## src/hdl/tgarle_pkg.sv

```systemverilog
`timescale 1ns / 1ps
package tgarle_pkg;

   // parser phases
   typedef enum logic [2:0] {
      PH_HEADER = 3'd0,
      PH_ID     = 3'd1,
      PH_PACKET = 3'd2,
      PH_PIXEL  = 3'd3,
      PH_DONE   = 3'd4
   } phase_type;

   // result kinds
   localparam logic [1:0] KIND_HEADER = 2'd0;
   localparam logic [1:0] KIND_RUN    = 2'd1;
   localparam logic [1:0] KIND_ERROR  = 2'd2;

   // status codes
   localparam logic [1:0] STAT_OK        = 2'd0;
   localparam logic [1:0] STAT_BAD_TYPE  = 2'd1;
   localparam logic [1:0] STAT_BAD_DEPTH = 2'd2;
   localparam logic [1:0] STAT_TRUNC     = 2'd3;

   // header byte offsets
   localparam logic [4:0] HDR_ID_LEN    = 5'd0;
   localparam logic [4:0] HDR_TYPE      = 5'd2;
   localparam logic [4:0] HDR_WIDTH_LO  = 5'd12;
   localparam logic [4:0] HDR_WIDTH_HI  = 5'd13;
   localparam logic [4:0] HDR_HEIGHT_LO = 5'd14;
   localparam logic [4:0] HDR_HEIGHT_HI = 5'd15;
   localparam logic [4:0] HDR_BPP       = 5'd16;
   localparam logic [4:0] HDR_LAST      = 5'd17;

   // image types and pixel sizes
   localparam logic [7:0] TYPE_TRUECOLOR = 8'd2;
   localparam logic [7:0] TYPE_RLE       = 8'd10;
   localparam logic [7:0] BPP_24         = 8'd24;
   localparam logic [7:0] BPP_32         = 8'd32;

   localparam logic [7:0] PKT_RUN_MASK   = 8'h80;
   localparam logic [7:0] PKT_COUNT_MASK = 8'h7f;

   typedef struct packed {
      logic [1:0]  kind;
      logic [7:0]  red;
      logic [7:0]  green;
      logic [7:0]  blue;
      logic [7:0]  alpha;
      logic [7:0]  repeat_count;
      logic [15:0] image_width;
      logic [15:0] image_height;
      logic [2:0]  channels;
      logic [1:0]  status;
      logic        last;
   } rsp_type;

endpackage

```

## src/hdl/tgarle_core.sv

```systemverilog
`timescale 1ns / 1ps
module tgarle_core (
   input  logic                clock,
   input  logic                reset,
   input  logic                step_valid,
   input  logic [7:0]          step_byte,
   input  logic                step_eof,
   output logic                out_valid,
   output tgarle_pkg::rsp_type out_item
);
   import tgarle_pkg::*;

   phase_type   phase_ff, phase_in;
   logic [4:0]  header_index_ff, header_index_in;
   logic [7:0]  id_length_ff, id_length_in;
   logic [7:0]  image_kind_ff, image_kind_in;
   logic [15:0] width_ff, width_in;
   logic [15:0] height_ff, height_in;
   logic [7:0]  pixel_bits_ff, pixel_bits_in;
   logic [31:0] pixels_left_ff, pixels_left_in;
   logic [7:0]  packet_left_ff, packet_left_in;
   logic        packet_is_run_ff, packet_is_run_in;
   logic [1:0]  byte_in_pixel_ff, byte_in_pixel_in;
   logic [23:0] pixel_bytes_ff, pixel_bytes_in;

   logic [2:0]  depth;
   logic [2:0]  bip_next;
   logic [31:0] col;
   logic [7:0]  count_cand;
   logic [7:0]  count;
   logic [31:0] pixels_after;
   logic [7:0]  packet_after;
   logic        is_rle;
   logic [31:0] area;

   always_ff @(posedge clock) begin
      if (reset) begin
         phase_ff         <= PH_HEADER;
         header_index_ff  <= '0;
         id_length_ff     <= '0;
         image_kind_ff    <= '0;
         width_ff         <= '0;
         height_ff        <= '0;
         pixel_bits_ff    <= '0;
         pixels_left_ff   <= '0;
         packet_left_ff   <= '0;
         packet_is_run_ff <= 1'b0;
         byte_in_pixel_ff <= '0;
         pixel_bytes_ff   <= '0;
      end else if (step_valid) begin
         phase_ff         <= phase_in;
         header_index_ff  <= header_index_in;
         id_length_ff     <= id_length_in;
         image_kind_ff    <= image_kind_in;
         width_ff         <= width_in;
         height_ff        <= height_in;
         pixel_bits_ff    <= pixel_bits_in;
         pixels_left_ff   <= pixels_left_in;
         packet_left_ff   <= packet_left_in;
         packet_is_run_ff <= packet_is_run_in;
         byte_in_pixel_ff <= byte_in_pixel_in;
         pixel_bytes_ff   <= pixel_bytes_in;
      end
   end

   always_comb begin
      depth    = (pixel_bits_ff == BPP_32) ? 3'd4 : 3'd3;
      bip_next = {1'b0, byte_in_pixel_ff} + 3'd1;
      is_rle   = (image_kind_ff == TYPE_RLE);
      area     = {16'h0000, width_ff} * {16'h0000, height_ff};

      // final byte of a pixel lands above the bytes gathered so far
      col = {8'h00, pixel_bytes_ff};
      case (byte_in_pixel_ff)
         2'd0:    col[7:0]   = col[7:0]   | step_byte;
         2'd1:    col[15:8]  = col[15:8]  | step_byte;
         2'd2:    col[23:16] = col[23:16] | step_byte;
         default: col[31:24] = col[31:24] | step_byte;
      endcase

      count_cand   = (is_rle && packet_is_run_ff) ? packet_left_ff : 8'd1;
      count        = (pixels_left_ff < {24'h000000, count_cand}) ?
                     pixels_left_ff[7:0] : count_cand;
      pixels_after = pixels_left_ff - {24'h000000, count};
      packet_after = packet_is_run_ff ? 8'd0 : packet_left_ff - 8'd1;

      phase_in         = phase_ff;
      header_index_in  = header_index_ff;
      id_length_in     = id_length_ff;
      image_kind_in    = image_kind_ff;
      width_in         = width_ff;
      height_in        = height_ff;
      pixel_bits_in    = pixel_bits_ff;
      pixels_left_in   = pixels_left_ff;
      packet_left_in   = packet_left_ff;
      packet_is_run_in = packet_is_run_ff;
      byte_in_pixel_in = byte_in_pixel_ff;
      pixel_bytes_in   = pixel_bytes_ff;

      out_valid = 1'b0;
      out_item  = '0;

      case (phase_ff)
         PH_HEADER: begin
            case (header_index_ff)
               HDR_ID_LEN:    id_length_in  = step_byte;
               HDR_TYPE:      image_kind_in = step_byte;
               HDR_WIDTH_LO:  width_in      = {width_ff[15:8], step_byte};
               HDR_WIDTH_HI:  width_in      = {step_byte, width_ff[7:0]};
               HDR_HEIGHT_LO: height_in     = {height_ff[15:8], step_byte};
               HDR_HEIGHT_HI: height_in     = {step_byte, height_ff[7:0]};
               HDR_BPP:       pixel_bits_in = step_byte;
               default: ;
            endcase
            if (header_index_ff != HDR_LAST) begin
               header_index_in = header_index_ff + 5'd1;
            end else begin
               header_index_in = '0;
               out_valid       = 1'b1;
               if (image_kind_ff != TYPE_TRUECOLOR && !is_rle) begin
                  out_item.kind   = KIND_ERROR;
                  out_item.status = STAT_BAD_TYPE;
                  out_item.last   = 1'b1;
                  phase_in        = PH_DONE;
               end else if (pixel_bits_ff != BPP_24 && pixel_bits_ff != BPP_32) begin
                  out_item.kind   = KIND_ERROR;
                  out_item.status = STAT_BAD_DEPTH;
                  out_item.last   = 1'b1;
                  phase_in        = PH_DONE;
               end else begin
                  pixels_left_in        = area;
                  out_item.kind         = KIND_HEADER;
                  out_item.image_width  = width_ff;
                  out_item.image_height = height_ff;
                  out_item.channels     = depth;
                  if (width_ff == 16'h0000 || height_ff == 16'h0000) begin
                     out_item.last = 1'b1;
                     phase_in      = PH_DONE;
                  end else if (id_length_ff != 8'h00) begin
                     phase_in = PH_ID;
                  end else begin
                     byte_in_pixel_in = '0;
                     pixel_bytes_in   = '0;
                     packet_left_in   = '0;
                     packet_is_run_in = 1'b0;
                     phase_in         = is_rle ? PH_PACKET : PH_PIXEL;
                  end
               end
            end
         end
         PH_ID: begin
            id_length_in = id_length_ff - 8'd1;
            if (id_length_ff == 8'd1) begin
               byte_in_pixel_in = '0;
               pixel_bytes_in   = '0;
               packet_left_in   = '0;
               packet_is_run_in = 1'b0;
               phase_in         = is_rle ? PH_PACKET : PH_PIXEL;
            end
         end
         PH_PACKET: begin
            packet_is_run_in = (step_byte & PKT_RUN_MASK) != 8'h00;
            packet_left_in   = (step_byte & PKT_COUNT_MASK) + 8'd1;
            byte_in_pixel_in = '0;
            pixel_bytes_in   = '0;
            phase_in         = PH_PIXEL;
         end
         PH_PIXEL: begin
            if (bip_next < depth) begin
               pixel_bytes_in   = col[23:0];
               byte_in_pixel_in = bip_next[1:0];
            end else begin
               out_valid             = 1'b1;
               out_item.kind         = KIND_RUN;
               out_item.red          = col[23:16];
               out_item.green        = col[15:8];
               out_item.blue         = col[7:0];
               out_item.alpha        = (depth == 3'd4) ? col[31:24] : 8'h00;
               out_item.repeat_count = count;
               out_item.channels     = depth;
               pixels_left_in        = pixels_after;
               byte_in_pixel_in      = '0;
               pixel_bytes_in        = '0;
               if (pixels_after == 32'h0000_0000) begin
                  out_item.last = 1'b1;
                  phase_in      = PH_DONE;
               end else if (is_rle) begin
                  packet_left_in = packet_after;
                  if (packet_after == 8'h00) begin
                     phase_in = PH_PACKET;
                  end
               end
            end
         end
         default: phase_in = PH_DONE;
      endcase

      // end of file before the image is complete overrides any result
      if (step_eof) begin
         if (phase_in != PH_DONE) begin
            out_valid       = 1'b1;
            out_item        = '0;
            out_item.kind   = KIND_ERROR;
            out_item.status = STAT_TRUNC;
            out_item.last   = 1'b1;
         end
         phase_in        = PH_HEADER;
         header_index_in = '0;
      end
   end

   a_eof_restarts: assert property (@(posedge clock) disable iff (reset)
      (step_valid && step_eof) |=> (phase_ff == PH_HEADER && header_index_ff == 5'd0))
      else $error("parser did not restart after end of file");

   a_pixel_has_work: assert property (@(posedge clock) disable iff (reset)
      (phase_ff == PH_PIXEL || phase_ff == PH_PACKET) |-> (pixels_left_ff != 32'h0))
      else $error("pixel phase with no pixels left");

   a_run_count: assert property (@(posedge clock) disable iff (reset)
      (step_valid && out_valid && out_item.kind == KIND_RUN) |->
      (out_item.repeat_count != 8'h00 && out_item.repeat_count <= 8'd128))
      else $error("run record with bad repeat count");

endmodule

```

## src/hdl/tga_rle_image_decoder.sv

```systemverilog
`timescale 1ns / 1ps
// channel  | dir | tdata                                          | tuser | tlast
// req_     | in  | data_byte                                      | -     | end_of_file
// rsp_     | out | red green blue alpha repeat_count image_width  | kind  | last
//          |     | image_height channels status (low bit first)   |       |
//
// One byte per cycle sustained while the result buffer has room. An accepted byte
// waits in the input register until the result buffer has room; the parser then
// updates its state and writes any result into a two-entry result buffer.
// req_tready drops only while the input register is full and the result buffer
// holds two items; both depend on registers alone.
// Synchronous reset clears the parser and both buffers; no clearing pass.
module tga_rle_image_decoder (
   input  logic        clock,
   input  logic        reset,
   input  logic        req_tvalid,
   output logic        req_tready,
   input  logic [7:0]  req_tdata,   // [7:0] data_byte
   input  logic        req_tlast,
   output logic        rsp_tvalid,
   input  logic        rsp_tready,
   output logic [79:0] rsp_tdata,   // red, green, blue, alpha, repeat_count, image_width,
                                    // image_height, channels, status, zero pad
   output logic [1:0]  rsp_tuser,   // [1:0] result_kind
   output logic        rsp_tlast
);
   import tgarle_pkg::*;

   logic       in_valid_ff;
   logic [7:0] in_byte_ff;
   logic       in_eof_ff;
   logic       advance;
   logic       req_take;

   logic       res_valid;
   rsp_type    res_item;

   logic [1:0] count_ff, count_in;
   rsp_type    head_ff, head_in;
   rsp_type    tail_ff, tail_in;
   logic       push;
   logic       pop;

   assign advance    = in_valid_ff && (count_ff != 2'd2);
   assign req_tready = !in_valid_ff || (count_ff != 2'd2);
   assign req_take   = req_tvalid && req_tready;

   always_ff @(posedge clock) begin
      if (reset) begin
         in_valid_ff <= 1'b0;
      end else if (req_take) begin
         in_valid_ff <= 1'b1;
      end else if (advance) begin
         in_valid_ff <= 1'b0;
      end
   end

   always_ff @(posedge clock) begin
      if (req_take) begin
         in_byte_ff <= req_tdata;
         in_eof_ff  <= req_tlast;
      end
   end

   tgarle_core u_core (
      .clock      (clock),
      .reset      (reset),
      .step_valid (advance),
      .step_byte  (in_byte_ff),
      .step_eof   (in_eof_ff),
      .out_valid  (res_valid),
      .out_item   (res_item)
   );

   assign push = advance && res_valid;
   assign pop  = (count_ff != 2'd0) && rsp_tready;

   always_comb begin
      count_in = count_ff;
      head_in  = head_ff;
      tail_in  = tail_ff;
      case ({push, pop})
         2'b10: begin
            count_in = count_ff + 2'd1;
            if (count_ff == 2'd0) begin
               head_in = res_item;
            end else begin
               tail_in = res_item;
            end
         end
         2'b01: begin
            count_in = count_ff - 2'd1;
            head_in  = tail_ff;
         end
         2'b11: begin
            if (count_ff == 2'd1) begin
               head_in = res_item;
            end else begin
               head_in = tail_ff;
               tail_in = res_item;
            end
         end
         default: ;
      endcase
   end

   always_ff @(posedge clock) begin
      if (reset) begin
         count_ff <= '0;
      end else begin
         count_ff <= count_in;
      end
   end

   always_ff @(posedge clock) begin
      head_ff <= head_in;
      tail_ff <= tail_in;
   end

   assign rsp_tvalid = (count_ff != 2'd0);
   assign rsp_tuser  = head_ff.kind;
   assign rsp_tlast  = head_ff.last;
   assign rsp_tdata  = {3'b000, head_ff.status, head_ff.channels, head_ff.image_height,
                        head_ff.image_width, head_ff.repeat_count, head_ff.alpha,
                        head_ff.blue, head_ff.green, head_ff.red};

   a_no_overflow: assert property (@(posedge clock) disable iff (reset)
      push |-> (count_ff != 2'd2))
      else $error("result buffer overflow");

   a_count_range: assert property (@(posedge clock) disable iff (reset)
      count_ff != 2'd3)
      else $error("result buffer count out of range");

   a_no_input_loss: assert property (@(posedge clock) disable iff (reset)
      req_take |-> (!in_valid_ff || advance))
      else $error("input item overwritten before use");

endmodule

```

## config.mk

```make
export PLATFORM = sky130hd
export DESIGN_NAME = tga_rle_image_decoder
export DESIGN_NICKNAME = d
export VERILOG_FILES = /design/src/hdl/tgarle_pkg.sv /design/src/hdl/tgarle_core.sv /design/src/hdl/tga_rle_image_decoder.sv
export SDC_FILE = /design/constraint.sdc
export NUM_CORES = 1
export LEC_CHECK = 0
export ABC_AREA = 1
export BUFFER_PORTS_ARGS = -buffer_cell sky130_fd_sc_hd__clkbuf_2
export CAP_MARGIN = 20
export CORE_ASPECT_RATIO = 1.1
export CORE_MARGIN = 2
export CORE_UTILIZATION = 46
export DETAILED_ROUTE_END_ITERATION = 8
export PLACE_DENSITY = 0.65
export SLEW_MARGIN = 10
export SYNTH_ARGS = -nofsm -noshare
export SYNTH_HDL_FRONTEND = slang
export SYNTH_HIERARCHICAL = 1
export SYNTH_SLANG_ARGS = --single-unit
```

## constraint.sdc

```tcl
create_clock -name clock -period 14.97 [get_ports clock]
set_input_delay 2.994 -clock clock [delete_from_list [all_inputs] [get_ports clock]]
set_output_delay 2.994 -clock clock [all_outputs]
set_load 0.1 [all_outputs]
```

# Word level (Yosys, flattened, before mapping)

Index checks and enable logic that the tools add are counted.

Input port bits: 13
Flip-flop bits (word level): 303

$add $sub $neg: 8
Multipliers: 1
Reduce and logical (&&, ||, !) cells: 45
Muxes and demuxes: 102
Equality and inequality tests: 38
Order comparisons: 2
Bitwise operators: 7

Operators by type and width:

| kind                                          | count |
|---|---|
| two-way mux 80 bit                            | 6 |
| case mux 80 bit (3 select lines)              | 1 |
| two-way mux 24 bit                            | 7 |
| two-way mux 32 bit                            | 5 |
| case mux 80 bit (2 select lines)              | 1 |
| two-way mux 8 bit                             | 18 |
| case mux 24 bit (4 select lines)              | 1 |
| two-way mux 35 bit                            | 2 |
| case mux 16 bit (2 select lines)              | 2 |
| case mux 32 bit (2 select lines)              | 1 |
| two-way mux 3 bit                             | 14 |
| two-way mux 41 bit                            | 1 |
| two-way mux 40 bit                            | 1 |
| two-way mux 38 bit                            | 1 |
| zero test 16 bit                              | 2 |
| zero test 32 bit                              | 1 |
| less-than comparator 32 x 8 -> 1 bit          | 1 |
| multiplier 16 x 16 -> 32 bit                  | 1 |
| case mux 8 bit (4 select lines)               | 1 |
| subtractor 32 x 8 -> 32 bit                   | 1 |
| inequality test 2 bit, second input constant  | 12 |
| bitwise OR 8 bit                              | 3 |
| two-way mux 2 bit                             | 11 |
| == test 5 x 4 -> 1 bit, second input constant | 4 |
| other kinds (51)                              | 105 |

# Logic depth before layout (Yosys ltp)

Gate-level depths: netlist (run 1).

Depth after elaboration: 17
Mapped depth: 45
Gate-level depth less buffers: 41

# By module

The synthesis (run 1) kept the hierarchy.

Modules (own cells, without submodules):

| module                | area an instance (um^2) | instances | cells each |
|---|---|---|---|
| tgarle_core           | 17697.0                 | 1         | 2586 |
| tga_rle_image_decoder | 7070.5                  | 1         | 641 |

# Least setup slack after synthesis (run 1)

No wires, ideal clock.

Path type: reg2reg
From: reg u_core.image_kind_ff[7]
To: reg head_ff (netlist bit rsp_tdata[0]), enable pin
Buffers on the path: 3
Required time: 14.341 ns
Stages on the path, launching flop included: 37
Arrival time: 10.810 ns
Slack: 3.531 ns
Path through: dfxtp_1 nor2_1 nand3_1 nor4_1 nand2_1 nor2_1 nand2_1 ha_1 a2111oi_0 nand4_1 a31oi_1 nand2_1 clkbuf_1 nand3_1 o21ai_0 inv_1 ha_1 inv_1 fa_1 nand3_1 nand2_2 nand2_4 nand3_1 nor2_1 xor2_1 inv_1 nand2_1 nor2_1 nand2_1 nor2_2 nand4_2 nand4_2 buf_6 buf_6 nand3_1 nand3b_1 o21ai_0

Word-level cells in the longest chain between the ends: 17
Elaborated cells between the ends (all ways): 31
Those cells by class: 1 x add/sub; 1 x order compare; 7 x eq/ne; 15 x mux; 7 x reduce/logical

Ends and longest elaborated chain:

| element                                                               | RTL line                     | RTL |
|---|---|---|
| from (decl)                                                           | tgarle_core.sv:16            | `logic [7:0] image_kind_ff, image_kind_in;` |
| from (signal assigned)                                                | tgarle_core.sv:54            | `image_kind_ff <= image_kind_in;` |
| == test 8 x 4 -> 1 bit                                                | tgarle_core.sv:69            | `is_rle = (image_kind_ff == TYPE_RLE);` |
| logical AND 1 bit                                                     | tgarle_core.sv:81            | `count_cand = (is_rle && packet_is_run_ff) ? packet_left_ff : 8'd1;` |
| two-way mux 8 bit                                                     | tgarle_core.sv:81            |  |
| less-than comparator 32 x 8 -> 1 bit                                  | tgarle_core.sv:82            | `count = (pixels_left_ff < {24'h000000, count_cand}) ?` |
| two-way mux 8 bit                                                     | tgarle_core.sv:82            |  |
| subtractor 32 x 8 -> 32 bit                                           | tgarle_core.sv:84            | `pixels_after = pixels_left_ff - {24'h000000, count};` |
| zero test 32 bit                                                      | tgarle_core.sv:184           | `if (pixels_after == 32'h0000_0000) begin` |
| two-way mux 3 bit                                                     | tgarle_core.sv:184           |  |
| [... 2 more ...]                                                      | -                            |  |
| inequality test 3 bit *                                               | tgarle_core.sv:200           | `if (phase_in != PH_DONE) begin` |
| two-way mux 1 bit *                                                   | tgarle_core.sv:200           |  |
| two-way mux 1 bit *                                                   | tgarle_core.sv:199           | `if (step_eof) begin` |
| named net res_valid                                                   | tga_rle_image_decoder.sv:35  | `logic res_valid;` |
| logical AND 1 bit *                                                   | tga_rle_image_decoder.sv:75  | `assign push = advance && res_valid;` |
| == test 2 bit or == test 2 x 1 -> 1 bit (tied branches)               | tga_rle_image_decoder.sv:82  | `case ({push, pop})` |
| inequality test 2 bit (no line) or nonzero test 3 bit (tied branches) | -                            |  |
| AND reduction 2 bit (no line) *                                       | -                            |  |
| to (signal assigned)                                                  | tga_rle_image_decoder.sv:116 | `head_ff <= head_in;` |
| to (decl)                                                             | tga_rle_image_decoder.sv:39  | `rsp_type head_ff, head_in;` |

Mark *: on every way through the listed nets, which the timed path passes. The rest lies on a longest branch.
A chain may end at the register's enable or synchronous reset.

# Worst setup path after layout (run 1)

From: reg u_core.image_kind_ff[7]
To: reg tail_ff[55] in the netlist's numbering, enable pin

Word-level cells in the longest chain between the ends: 17
Elaborated cells between the ends (all ways): 31
Those cells by class: 1 x add/sub; 1 x order compare; 7 x eq/ne; 15 x mux; 7 x reduce/logical

Ends and longest elaborated chain:

| element                                                               | RTL line                     | RTL |
|---|---|---|
| == test 8 x 4 -> 1 bit                                                | tgarle_core.sv:69            |  |
| logical AND 1 bit                                                     | tgarle_core.sv:81            |  |
| two-way mux 8 bit                                                     | tgarle_core.sv:81            |  |
| less-than comparator 32 x 8 -> 1 bit                                  | tgarle_core.sv:82            |  |
| two-way mux 8 bit                                                     | tgarle_core.sv:82            |  |
| subtractor 32 x 8 -> 32 bit                                           | tgarle_core.sv:84            |  |
| zero test 32 bit                                                      | tgarle_core.sv:184           |  |
| two-way mux 3 bit                                                     | tgarle_core.sv:184           |  |
| [... 2 more ...]                                                      | -                            |  |
| inequality test 3 bit *                                               | tgarle_core.sv:200           |  |
| two-way mux 1 bit *                                                   | tgarle_core.sv:200           |  |
| two-way mux 1 bit *                                                   | tgarle_core.sv:199           |  |
| named net res_valid                                                   | tga_rle_image_decoder.sv:35  |  |
| logical AND 1 bit *                                                   | tga_rle_image_decoder.sv:75  |  |
| == test 2 bit                                                         | tga_rle_image_decoder.sv:82  |  |
| inequality test 2 bit (no line) or nonzero test 2 bit (tied branches) | -                            |  |
| AND reduction 3 bit (no line) *                                       | -                            |  |
| to (signal assigned)                                                  | tga_rle_image_decoder.sv:117 | `tail_ff <= tail_in;` |
| to (decl)                                                             | tga_rle_image_decoder.sv:40  | `rsp_type tail_ff, tail_in;` |

Marks and branches as above.

==> impl_metrics.csv, run 1 <==
group,metric,value,unit
timing,setup-tns-final,0,ns
routing,routed_wl,62200,um
clocking,clk_latency,0.57,ns
floorplanning,dieArea,55700,sq um
final_layout,final_util,50.3,%
routing,wl_per_cell,15.7,um
timing,layout_min_cycle_time,9.20,ns
logic_synthesis,yosys_warnings,6,
worst_setup_path,path_class,"register to register",
timing,timing.hold.ws,0.484,ns
worst_setup_path,required,15.16,ns
logic_synthesis,yosysUniqueCellTypes,57,
worst_setup_path,worstReg2RegEnd,"tail_ff[55]$_DFFE_PP_",
clocking,clkSlewWorstSetupHoldPaths,0.06,ns
grt,grt_pass1_wl,102000,um
grt,grt_pass1_vias,19623,
floorplanning,coreArea,53500,sq um
routing,drt_iter0_markers,1492,
min_path,min_path_type,"register to register",
timing,timing.final.ws_setup,5.77,ns
timing,fmax,109,MHz
place,postPlaceCellArea,25700,sq um
job,drv_cap,0,
logic_synthesis,async_flop_share,0,%
place,post-dp-hpwl,44200,um
logic_synthesis,synth-main-ff-cell,"edfxtp_1",
clocking,cts-hold-fix-buffers,0,
grt,grt_start_max_net_pins,83,
floorplanning,die_width,225,um
routing,drt_pass1_iterations,8,
min_path,hold_depth,2,
final_layout,area_growth,8.63,%
timing,skew,0.0277,ns
worst_setup_path,path_max_fanout,48,
routing,vias,20251,
worst_setup_path,slowest_delay,0.75,ns
clocking,htreeDepth,2,
grt,grt_overflow_total,0,
clocking,post_cts_buffers,0,
clocking,cts_tree,"yes",
routing,drc_errors,0,
logic_synthesis,yosysSeqAreaShare,31.3,%
power,power_density,93.6,nW/um^2
worst_setup_path,end_kind,"register",
worst_setup_path,startpoint_type,"register",
timing,slew_violations,0,
clocking,cts_root_buffer,"clkbuf_16",
timing,period_share,61.4,%
final_layout,design_area,26900,sq um
worst_setup_path,critPathSlowestCell,"nor2_4",
grt,grt.total_usage,22.9,%
routing,drtAntennaViolNets,0,
routing,via_per_inst,5.12,
power,ir_drop,0.000112,V
place,gp_congestion,0.913,
clocking,cts_resized,0,
floorplanning,io_pins,98,
logic_synthesis,yosys_register_bits,303,
logic_synthesis,synth_edf_count,169,
worst_setup_path,crit_top_cell,"nand2_1",
power,p_leak,13.2,nW
worst_setup_path,r2r_start,"u_core/image_kind_ff[7]$_SDFFE_PP0P_",
final_layout,drive_gt1_share,9.80,%
worst_setup_path,reg2reg_depth,39,
timing,finalHoldViolCount,0,
timing,rsz0062_at_grt,"false",
floorplanning,initial_core_util,46.3,%
clocking,clk_path_buf_depth,3,
timing,max_slew_margin,26.4,%
min_path,min_to,"u_core/pixel_bits_ff[5]$_SDFFE_PP0P_",
final_layout,antennaDiodeCount,0,
clocking,clock-sinks,303,
clocking,numCtsBuffers,36,
logic_synthesis,syn_area_per_cell,7.68,sq um
final_layout,nNetsFinal,3596,
floorplanning,die_y,247,um
timing,worstMarginPinSlew,1.10,ns
worst_setup_path,rrSetupSlack,5.77,ns
timing,setup_violations,0,
min_path,worstHoldStart,"u_core/pixel_bits_ff[5]$_SDFFE_PP0P_",
logic_synthesis,syn_inst,3227,
logic_synthesis,syn_area,24800,sq um
worst_setup_path,arrival,9.39,ns
place,numPortBuffers,94,
place,dp_slack,5.78,ns
floorplanning,rows,89,
status,outcome,"finished, final reports clean",
grt,antenna_found_initial,0,
[kinds of logic (layout without fill, tap and decap cells)]
family          count (synthesis)  in the layout  synth area share, %
flops                         303            303                 31.3
xor+xnor                       23             23                0.813
buf+inv                       804            851                 12.9
simple gates                 1365           1365                 22.9
other cells                     1              3               0.0151
fa+ha+maj                     335            335                 22.8
compound gates                396            396                 9.29
[report_power, final]
| group | switching, W | internal, W | total, W |
|---|---|---|---|
| clock | 0.000378 | 0.000533 | 0.000911 |
| sequential | 0.0000277 | 0.000971 | 0.000999 |
| combinational | 0.000536 | 0.0000725 | 0.000609 |
[cell usage after synthesis (34+ instances only)]
cell type / instances / area share (%)
fa_1: 195 / 16
edfxtp_1: 169 / 20
dfxtp_1: 134 / 11
buf_1: 35 / 0.53
nor4_1: 34 / 0.86
a21oi_1: 166 / 3.4
nand2_1: 825 / 13
inv_2: 43 / 0.65
clkbuf_1: 70 / 1.1
inv_1: 603 / 9.1
o21ai_0: 117 / 2.4
nor2_1: 300 / 4.5
ha_1: 140 / 7.1
nand3_1: 91 / 1.8
[sequential cells by signal (all words and copies together), names as in the netlist]
register and cells:
u_core/width_ff 16, count_ff 2, tail_ff 80, u_core/packet_left_ff 8
in_byte_ff 8, u_core/pixel_bytes_ff 24, u_core/phase_ff 3, u_core/id_length_ff 8
rsp_tdata 77, in_eof_ff 1, u_core/packet_is_run_ff 1, u_core/image_kind_ff 8
rsp_tlast 1, u_core/header_index_ff 5, u_core/byte_in_pixel_ff 2, u_core/pixels_left_ff 32
rsp_tuser 2, u_core/pixel_bits_ff 8, in_valid_ff 1, u_core/height_ff 16
[layout make-up]
type / instances / area (sq um)
Fill cell: 5206 / 26500
Multi-Input combinational cell: 2122 / 13900
Sequential cell: 303 / 7760
Inverter: 652 / 2450
Clock buffer: 46 / 1000
Tap cell: 682 / 853
Timing Repair Buffer: 133 / 763
Clock inverter: 20 / 219
[worst max-delay path by stage]
stage / startpoint / endpoint / slack, ns / cells after the start
after detailed placement: u_core/image_kind_ff[7]$_SDFFE_PP0P_ / tail_ff[43]$_DFFE_PP_ / 5.78 / 39
after global placement: u_core/image_kind_ff[7]$_SDFFE_PP0P_ / tail_ff[43]$_DFFE_PP_ / 6.08 / 39
after CTS: u_core/image_kind_ff[7]$_SDFFE_PP0P_ / tail_ff[55]$_DFFE_PP_ / 5.70 / 39
after floorplan: u_core/image_kind_ff[7]$_SDFFE_PP0P_ / rsp_tdata[0]$_DFFE_PP_ / 3.53 / 36
after global routing: u_core/image_kind_ff[7]$_SDFFE_PP0P_ / tail_ff[55]$_DFFE_PP_ / 4.79 / 39
final: u_core/image_kind_ff[7]$_SDFFE_PP0P_ / tail_ff[55]$_DFFE_PP_ / 5.77 / 39
[critical path, delay by kind of cell (launching register included)]
kind                     cells  cell delay, ns
AO/OA/AOI/OAI                3            0.71
XOR/XNOR                     1            0.23
adder cells (fa/ha/maj)      4            1.16
buffers and inverters        5            1.37
flip-flops                   1            0.32
AND/OR/NAND/NOR             26            4.96
[metal layers]
layer | track usage, % | wire length [um] | up-vias
met5 | 0 | 0 | -
met4 | 7.56 | 1750 | 0
met3 | 3.37 | 3720 | 115
met2 | 38.9 | 29900 | 556
met1 | 29.9 | 26800 | 9537
li1 | - | - | 10043
[layout by cell type, fill, tap and decap left out, types with 4 or more instances in the layout]
| cell | n |
|---|---|
| nand2_1 | 825 |
| inv_1 | 603 |
| nor2_1 | 298 |
| fa_1 | 195 |
| edfxtp_1 | 169 |
| a21oi_1 | 166 |
| ha_1 | 140 |
| dfxtp_1 | 134 |
| o21ai_0 | 116 |
| clkbuf_2 | 94 |
| nand3_1 | 91 |
| inv_2 | 43 |
| clkbuf_16 | 37 |
| buf_4 | 37 |
| nor4_1 | 34 |
| nor3_1 | 31 |
| a21oi_2 | 30 |
| a211oi_1 | 23 |
| nand4_1 | 21 |
| xor2_1 | 17 |
| nand2_2 | 15 |
| a31oi_1 | 14 |
| o211ai_1 | 13 |
| or2_2 | 11 |
| nand3b_1 | 10 |
| nor2_2 | 9 |
| clkinv_1 | 9 |
| o21ai_1 | 9 |
| clkinv_2 | 6 |
| xnor2_1 | 6 |
| nor2_4 | 5 |
| clkbuf_1 | 5 |
| inv_6 | 4 |
| clkbuf_8 | 4 |
| a21o_1 | 4 |
[metrics by stage]
| step | total power, W | std cells |
|---|---|---|
| final | 0.00252 | 3958 |
| after floorplan | 0.00155 | 3229 |
| after global routing | 0.00261 | 3958 |
| after global placement | 0.00163 | 3890 |
| after CTS | 0.00254 | 3956 |
| after detailed placement | 0.00163 | 3890 |
Power figures use the tool's default switching activity.
==> inputs of run 2 (changes only) <==
- ABC_AREA: 1 -> 0
- PLACE_DENSITY: 0.65 -> 0.68
- clock period: 14.97 -> 7.7 ns (I/O delays scaled with it)
==> run 2 against run 1 <==
Clock power up 79%. Maximum frequency up 27%. Clock skew down 0.010 ns. Sequential power up 100%. Wire length down 3.1%. Area after synthesis down 7.7%. Final cell count down 21%. Count of clock-buffer cells in the layout down 3. Critical path depth down 18. Register-to-register slack worse by 5.3 ns. Power up 110%. Synthesized cell count down 24%. Critical endpoint is now rsp_tdata[74]$_DFFE_PP_. Largest cell class unchanged.
==> impl_metrics.csv, run 2 <==
group,metric,value,unit
power,ir_drop,0.000403,V
timing,finalHoldViolCount,0,
final_layout,final_common_cell,"inv_1",
worst_setup_path,reg2reg_depth,21,
routing,drt_pass1_iterations,6,
place,post-dp-hpwl,45100,um
min_path,worstHoldStart,"u_core/pixel_bytes_ff[3]$_SDFFE_PP0P_",
routing,routed_wl,60300,um
logic_synthesis,async_flop_share,0,%
final_layout,largest_reg_flops,80,
place,postPlaceCellArea,23900,sq um
logic_synthesis,yosysUniqueCellTypes,79,
worst_setup_path,path_cells,"nor4_1, and3_1, and3_2, nand2_1, ha_1, and4_1, a211o_1, nor4_1, o2111ai_2, mux2_2, ha_1, or3_1, or2_2, a221oi_1, nand4_1, or4_1, a2111oi_0, nand4_1, and2_1, a221oi_1, a22o_1",
clocking,cts_resized,0,
worst_setup_path,worstReg2RegEnd,"rsp_tdata[74]$_DFFE_PP_",
floorplanning,die_y,238,um
clocking,cts-hold-fix-buffers,0,
power,p_leak,10.5,nW
worst_setup_path,critPathTopFamily,"simple AND/OR/NAND/NOR gates",
logic_synthesis,synth-main-ff-cell,"edfxtp_1",
clocking,post_cts_buffers,0,
final_layout,design_area,25100,sq um
place,gp_congestion,0.927,
logic_synthesis,synthTopCellsByCount,"inv_1, nand2_1, nor2_1",
timing,setup-tns-final,0,ns
routing,drc_errors,0,
clocking,clk_latency,0.53,ns
min_path,min_to,"u_core/pixel_bytes_ff[3]$_SDFFE_PP0P_",
final_layout,drive_gt1_share,10.1,%
worst_setup_path,end_kind,"register",
clocking,clk_path_buf_depth,3,
clocking,htreeDepth,2,
worst_setup_path,path_class,"register to register",
worst_setup_path,rrSetupSlack,0.44,ns
logic_synthesis,synth-xor-area-share,1.69,%
floorplanning,initial_core_util,46.6,%
clocking,numCtsBuffers,34,
logic_synthesis,yosys_warnings,6,
logic_synthesis,synth_edf_count,169,
logic_synthesis,syn_inst,2439,
worst_setup_path,r2r_start,"u_core/image_kind_ff[2]$_SDFFE_PP0P_",
power,seqPwrFrac,39.3,%
timing,max_slew_margin,33.0,%
grt,grt_start_max_net_pins,72,
worst_setup_path,path_max_fanout,9,
logic_synthesis,synthMuxAreaShare,1.40,%
worst_setup_path,path_buf_inv,0,
floorplanning,die_width,217,um
timing,fmax,138,MHz
routing,vias,17920,
logic_synthesis,yosys_register_bits,303,
grt,grt.total_usage,23.4,%
timing,rsz0062_at_grt,"false",
job,drv_cap,0,
final_layout,nNetsFinal,2816,
logic_synthesis,synth.most_common_cell,"inv_1",
timing,skew,0.0177,ns
timing,slew_violations,0,
logic_synthesis,synth-simple-area-share,17.3,%
floorplanning,coreArea,49000,sq um
worst_setup_path,slowest_delay,0.50,ns
timing,period_share,94.2,%
power,power_density,207,nW/um^2
status,outcome,"finished, final reports clean",
min_path,hold_depth,2,
worst_setup_path,critPathSlowestCell,"or4_1",
routing,via_per_inst,5.70,
power,p_comb_share,29.3,%
power,switchingPower,0.00210,W
logic_synthesis,yosys.area.top_type,"edfxtp_1",
worst_setup_path,startpoint_type,"register",
power,p_sw_share,40.4,%
timing,layout_min_cycle_time,7.26,ns
clocking,cts_tree,"yes",
grt,grt_pass1_vias,18383,
routing,drt_iter0_markers,1280,
timing,worstMarginPinSlew,1.00,ns
worst_setup_path,required,8.10,ns
clocking,clock-sinks,303,
final_layout,top_register,"tail_ff",
clocking,clkSlewWorstSetupHoldPaths,0.06,ns
grt,antenna_found_initial,1,
min_path,min_path_type,"register to register",
floorplanning,dieArea,51500,sq um
routing,wl_per_cell,19.2,um
worst_setup_path,arrival,7.66,ns
logic_synthesis,synth_fa_ha_area_share,24.7,%
place,dp_slack,0.245,ns
final_layout,area_growth,9.66,%
grt,grt_overflow_total,0,
floorplanning,rows,85,
grt,grt_pass1_wl,97000,um
final_layout,antennaDiodeCount,0,
timing,setup_violations,0,
logic_synthesis,syn_area_per_cell,9.37,sq um
clocking,cts_root_buffer,"clkbuf_16",
logic_synthesis,synth_area_leaders,"edfxtp_1, fa_1, dfxtp_1",
logic_synthesis,synth_top_area_share,22.2,%
logic_synthesis,yosysSeqAreaShare,33.9,%
power,p_int,0.00310,W
logic_synthesis,syn_area,22900,sq um
floorplanning,io_pins,98,
logic_synthesis,synth_top_family_by_area,"adder cells",
final_layout,final_cell_mix,"inv_1, nand2_1, nor2_1, fa_1, edfxtp_1",
routing,drtAntennaViolNets,0,
timing,timing.final.ws_setup,0.443,ns
logic_synthesis,synth_compound_gate_area_share,13.3,%
power,p_clk_share,31.4,%
place,numPortBuffers,94,
==> run 2: cell types whose count changed in the layout (fill, tap and decap cells not counted), moves of 21 or more <==
cell     change
o21ai_0     -62
and2_1     +132
nand3_1     -57
inv_1      -329
a21oi_2     -27
buf_4       +21
a21o_1      +21
xnor2_1     +25
nand2_1    -557
inv_2       -41
nor2_1      -85
a22o_1      +80
mux2i_1     +23
==> run 2: final cells by class <==
cell class / instances / area, sq um
Clock inverter: 18 / 178
Inverter: 276 / 1040
Multi-Input combinational cell: 1701 / 13400
Sequential cell: 303 / 7760
Fill cell: 4448 / 24000
Tap cell: 652 / 816
Clock buffer: 43 / 947
Timing Repair Buffer: 152 / 921
==> run 2: cell families (layout without fill, tap and decap cells) <==
family,Yosys count,in the layout
muxes,31,31
AOI/OAI and AO/OA,462,462
and+or+nand+nor,826,826
xor gates and xnor gates,44,44
adders and majority gates,335,335
DFF,303,303
other,1,3
buffers and inverters,437,489
==> run 2: power groups by stage <==
stage / logic [W] / registers (W) / clock network (W)
floorplan: 0.000351 / 0.00301 / 0
CTS: 0.00153 / 0.00205 / 0.00166
global placement: 0.00152 / 0.00208 / 0
detailed placement: 0.00153 / 0.00208 / 0
finish: 0.00152 / 0.00204 / 0.00163
global route: 0.00158 / 0.00206 / 0.00172
==> run 2: worst min-delay path: stages, from the launching register on <==
cell,delay (ns)
dfxtp_1,0.33
a21oi_1,0.04
nor2_1,0.07
==> run 2: worst max path at each step <==
stage / endpoint / slack, ns / cells after the start / startpoint
global placement: rsp_tdata[32]$_DFFE_PP_ / 0.50 / 25 / u_core/image_kind_ff[2]$_SDFFE_PP0P_
detailed placement: rsp_tdata[14]$_DFFE_PP_ / 0.24 / 22 / u_core/image_kind_ff[2]$_SDFFE_PP0P_
finish: rsp_tdata[74]$_DFFE_PP_ / 0.44 / 21 / u_core/image_kind_ff[2]$_SDFFE_PP0P_
CTS: rsp_tdata[8]$_DFFE_PP_ / 0.18 / 22 / u_core/image_kind_ff[2]$_SDFFE_PP0P_
floorplan: tail_ff[0]$_DFFE_PP_ / 0.32 / 15 / u_core/pixel_bits_ff[0]$_SDFFE_PP0P_
global route: rsp_tdata[74]$_DFFE_PP_ / 0.09 / 21 / u_core/image_kind_ff[2]$_SDFFE_PP0P_
==> run 2: per-layer routing <==
metal / up-vias / wire (um) / track usage (%)
li1: 8289 / - / -
met2: 611 / 29800 / 40.7
met5: - / 10 / 0
met1: 8883 / 24300 / 29.5
met3: 135 / 3880 / 3.34
met4: 2 / 2200 / 9.07
==> run 2: through the flow <==
stage | power (W) | util, % | std cells | hold slack [ns]
2_1_floorplan | 0.00336 | - | 2441 | 0.438
3_3_place_gp | 0.00360 | 48.8 | 3084 | 0.448
3_5_place_dp | 0.00361 | 48.8 | 3084 | 0.454
4_1_cts | 0.00524 | 51.1 | 3145 | 0.470
5_1_grt | 0.00535 | 51.1 | 3145 | 0.490
6_report | 0.00520 | 51.1 | 3145 | 0.469
